### src/hw/rtl/e2q_pkg.sv
// e2q_pkg: constants, types and the CORDIC arctangent table for the
// Euler-to-quaternion unit. No dependencies.
package e2q_pkg;

  localparam int ANGLE_W      = 16;
  localparam int PHASE_W      = 33;
  localparam int CS_W         = 33;   // signed, 30 fraction bits, margin for gain
  localparam int ATAN_ENTRIES = 24;
  localparam int DEF_CORDIC_STAGES = 16;
  localparam int DEF_OUT_FRAC_BITS = 15;
  localparam logic signed [CS_W-1:0] CORDIC_GAIN_Q30 = 33'sd652032875;

  function automatic logic signed [PHASE_W-1:0] atan_turns(input int idx);
    logic [31:0] v;
    case (idx)
      0:  v = 32'h20000000;  1: v = 32'h12E4051E;  2: v = 32'h09FB385B;
      3:  v = 32'h051111D4;  4: v = 32'h028B0D43;  5: v = 32'h0145D7E1;
      6:  v = 32'h00A2F61E;  7: v = 32'h00517C55;  8: v = 32'h0028BE53;
      9:  v = 32'h00145F2F; 10: v = 32'h000A2F98; 11: v = 32'h000517CC;
      12: v = 32'h00028BE6; 13: v = 32'h000145F3; 14: v = 32'h0000A2F9;
      15: v = 32'h0000517D; 16: v = 32'h000028BE; 17: v = 32'h0000145F;
      18: v = 32'h00000A30; 19: v = 32'h00000518; 20: v = 32'h0000028C;
      21: v = 32'h00000146; 22: v = 32'h000000A3; 23: v = 32'h00000051;
      default: v = 32'h0;
    endcase
    return $signed({1'b0, v});
  endfunction

endpackage

### src/hw/rtl/e2q_cordic_lane.sv
// e2q_cordic_lane: pipelined rotation-mode CORDIC, every stage registered,
// giving cos and sin of half the raw angle. Uses e2q_pkg.
module e2q_cordic_lane
  import e2q_pkg::*;
#(
  parameter int CORDIC_STAGES = DEF_CORDIC_STAGES
) (
  input  logic                      clk,
  input  logic signed [ANGLE_W-1:0] angle,
  output logic signed [CS_W-1:0]    cos_q30,
  output logic signed [CS_W-1:0]    sin_q30
);
  localparam int N = (CORDIC_STAGES < ATAN_ENTRIES) ? CORDIC_STAGES : ATAN_ENTRIES;

  // stage inputs (combinational) and stage registers
  logic signed [CS_W-1:0]    xin [N];
  logic signed [CS_W-1:0]    yin [N];
  logic signed [PHASE_W-1:0] pin [N];
  logic signed [CS_W-1:0]    xq  [N];
  logic signed [CS_W-1:0]    yq  [N];
  logic signed [PHASE_W-1:0] pq  [N];

  always_comb begin
    xin[0] = CORDIC_GAIN_Q30;
    yin[0] = '0;
    pin[0] = PHASE_W'(angle) <<< 15;
    for (int i = 1; i < N; i++) begin
      xin[i] = xq[i-1];
      yin[i] = yq[i-1];
      pin[i] = pq[i-1];
    end
  end

  always_ff @(posedge clk) begin
    for (int i = 0; i < N; i++) begin
      if (pin[i] >= 0) begin
        xq[i] <= xin[i] - (yin[i] >>> i);
        yq[i] <= yin[i] + (xin[i] >>> i);
        pq[i] <= pin[i] - atan_turns(i);
      end else begin
        xq[i] <= xin[i] + (yin[i] >>> i);
        yq[i] <= yin[i] - (xin[i] >>> i);
        pq[i] <= pin[i] + atan_turns(i);
      end
    end
  end

  assign cos_q30 = xq[N-1];
  assign sin_q30 = yq[N-1];
endmodule

### config.mk
export PLATFORM = sky130hd
export DESIGN_NAME = e2q_cordic_lane
export DESIGN_NICKNAME = d
export VERILOG_FILES = /design/src/hw/rtl/e2q_pkg.sv /design/src/hw/rtl/e2q_cordic_lane.sv
export SDC_FILE = /design/constraint.sdc
export NUM_CORES = 2
export LEC_CHECK = 0
export BUFFER_PORTS_ARGS = -buffer_cell sky130_fd_sc_hd__buf_2
export CAP_MARGIN = 25
export CORE_ASPECT_RATIO = 1.2
export CORE_MARGIN = 5
export CORE_UTILIZATION = 35
export DETAILED_ROUTE_END_ITERATION = 6
export PLACE_DENSITY = 0.58
export SYNTH_ARGS = -nofsm -noshare
export SYNTH_HDL_FRONTEND = slang
export SYNTH_SLANG_ARGS = --single-unit
### constraint.sdc
create_clock -name clk -period 4.7 [get_ports clk]
set_input_delay 0.94 -clock clk [delete_from_list [all_inputs] [get_ports clk]]
set_output_delay 0.94 -clock clk [all_outputs]
set_load 0.02 [all_outputs]
==> flow_summary.json <==
{
  "clockBufferDepth": 4,
  "fillers": 29900,
  "critical_path.top_delay_family": "simple AND/OR/NAND/NOR gates",
  "area_delta_synth_final_pct": 13.08,
  "die_w_um": 506.6,
  "setup_viol": 0,
  "port_buffers": 82,
  "dr.pass1.iters": 6,
  "worstPathMaxFanout": 7,
  "path_common_cell": "or4_4",
  "synth-compound-area-share_pct": 23.24,
  "cts_num_sinks": 1405,
  "hold_viol": 0,
  "antenna_found_initial": 6,
  "cp_slowest_stage_delay_ps": 580,
  "clock-skew-final_ps": 98.71,
  "arrival_ps": 5310,
  "cts_root_buf": "clkbuf_16",
  "critical_path_required_ps": 5430,
  "place_congestion": 0.9049,
  "start_util_pct": 35.19,
  "slew_headroom_pct": 45.04,
  "r2r_slack_ps": 120,
  "fin_nets": 14040,
  "hpwl_um": 228400,
  "viasPerCell": 5.248,
  "grt_pass1_vias": 85970,
  "synth_edf_count": 0,
  "cts_tree": "yes",
  "clock_latency_ps": 860,
  "core-area_um2": 294300,
  "drc": 0,
  "min_from": "angle[5]",
  "die_h_um": 605.9,
  "design_area_um2": 117100,
  "hold_end": "pq[0][20]",
  "r2r_end": "xq[1][261]",
  "cts.clk_slew.worst_paths_ps": 60,
  "core.rowCount": 218,
  "grtUsageTotal_pct": 17.34,
  "period_needed_ps": 4582,
  "startpoint_type": "register",
  "drv_slew": 0,
  "synth-async-reset-ratio_pct": 0,
  "worst_setup_path_end_kind": "register",
  "netlist_area_um2": 103600,
  "min_path_cells": 1,
  "grtUsageMet3_pct": 1.833,
  "pre_cts_slack_ps": -210.1,
  "drt-total-wl_um": 277300,
  "register_area_um2": 28150,
  "syn_avg_cell_area_um2": 8.497,
  "use_met2_pct": 35.64,
  "r2r-start": "yq[1][218]",
  "setup_ws_ps": 117.8,
  "drive_above_1_share_pct": 7.498,
  "drtAntennaViolNets": 0,
  "ys.flop_type": "dfxtp_1",
  "overflow": 0,
  "final_core_utilization_pct": 39.79,
  "use_met1_pct": 17.13,
  "tightest_slew_ps": 814.1,
  "cts-hold-fix-buffers": 0,
  "die-area_um2": 306900,
  "cp_num_buf_inv": 0,
  "cp_slowest_cell": "or4_4",
  "syn_inst": 12190,
  "routedWlPerCell_um": 16.69,
  "crit_type": "register to register",
  "grt_max_degree": 70,
  "ioPinCount": 83,
  "grt_most_used_layer": "met2",
  "synth_mux_area_share_pct": 0.4748,
  "cap_violations": 0,
  "hold_class": "input pin to register",
  "post-route-period-util_pct": 97.49,
  "yosysUniqueCellTypes": 88,
  "grt_pass1_wl_um": 440500,
  "synth_top_family_by_area": "compound AO/OA/AOI/OAI gates",
  "synth-seq-cells": 1405,
  "final_cell_mix": "1,390 x dfxtp_1, 1,340 x ha_1, 1,134 x xnor2_1",
  "final_common_cell": "dfxtp_1",
  "yosysWarnings": 0,
  "cts_buffers": 167,
  "status": "finished, final reports clean",
  "fmax_mhz": 218.2,
  "crit_chain": "or4_4, nor4_4, nor3b_2, nand2_1, or4_4, or4_4, a21oi_1, ha_1, and4_1, a221o_1, a31oi_2, o211ai_1, a221o_1, a21oi_2, xnor2_1",
  "ys_seq_area_share_pct": 27.16,
  "rsz0062_at_grt": "true",
  "route.vias.total": 87220,
  "multi_input_area_um2": 73380,
  "cts_max_level": 4,
  "synth-xor-area-share_pct": 14.95,
  "synth-simple-area-share_pct": 14.59,
  "postPlaceCellArea_um2": 110900,
  "synthAdderAreaFrac_pct": 16.97,
  "r2r_cells": 15,
  "drt-initial-drc-count": 3836
}
==> timing repair <==
item                                   in CTS  in global routing
cloned                                      0                  0
buffers inserted                            1                  9
endpoints found under the hold margin       0                  0
pin swaps                                   1                 18
setup endpoints to repair                   8                 95
gates resized for setup                    12                136
==> how the worst max path moves through the flow <==
| stage | start | to | slack, ps | cells after the start |
|---|---|---|---|---|
| 3_3_place_gp | yq[0][46] | xq[0][98] | -310 | 16 |
| 6_report | yq[1][218] | xq[1][261] | 120 | 15 |
| 4_1_cts | xq[1][147] | yq[1][197] | 10 | 15 |
| 3_5_place_dp | yq[0][46] | xq[0][98] | -210 | 16 |
| 5_1_grt | yq[1][84] | xq[1][128] | -50 | 16 |
| 2_1_floorplan | yq[0][46] | xq[0][98] | 30 | 16 |
==> per-stage QoR <==
| step | TNS [ps] | std cells | hold WS [ps] |
|---|---|---|---|
| global placement | -586.6 | 16310 | 314.0 |
| finish | 0 | 16620 | 181.0 |
| CTS | 0 | 16600 | 112.2 |
| detailed placement | -332.7 | 16310 | 312.1 |
| global route | -127.5 | 16620 | 125.5 |
| floorplan | 0 | 12200 | 309.6 |
==> registers in the layout (all words and copies together), names as in the netlist <==
name,flops
pq,422
xq,487
yq,496
==> per-layer routing <==
metal,wire length [um],vias to the layer above
li1,-,44990
met1,103800,40220
met2,152200,1363
met3,7424,650
met4,13920,0
met5,0,-
==> Yosys cell counts, types with 107 or more instances <==
master    instances  area [um^2]
a31oi_1         107        669.4
nand2_1         792         2973
a21oi_1        1041         5210
inv_1           529         1986
xor2_1          632         5535
nand3_1         215         1076
a21o_1          542         4069
nor2_1          835         3134
o21a_1          179         1344
clkbuf_1        169        634.4
nor2b_1         197         1232
o31ai_1         215         1614
ha_1           1342        16790
nor3_1          186        930.9
o21bai_1        162         1216
xnor2_1        1134         9932
nand2b_1        220         1376
or3_1           118        738.2
o21ai_0         874         4374
dfxtp_1        1405        28130
==> area by class of cell <==
cell class	count	share of cell area, %
sequential	1405	24.03
antenna	5	0.01068
clock buffer	223	3.971
tap	3850	4.113
inverter	536	1.718
multi-input combinational	10080	62.66
timing repair buffer	458	2.810
clock inverter	66	0.6880
==> cell families (layout without fill, tap and decap cells) <==
kind of cell,after synthesis,after routing
compound gates,3775,3775
xor+xnor,1767,1767
fa+ha+maj,1381,1381
buf+inv,716,1283
flops,1405,1405
mux,49,49
other cells,2,15
simple gates,3093,3093
Power is left out: the tool's default activity adds up to more than one toggle a clock period on the data nets, which glitch-free logic cannot reach.
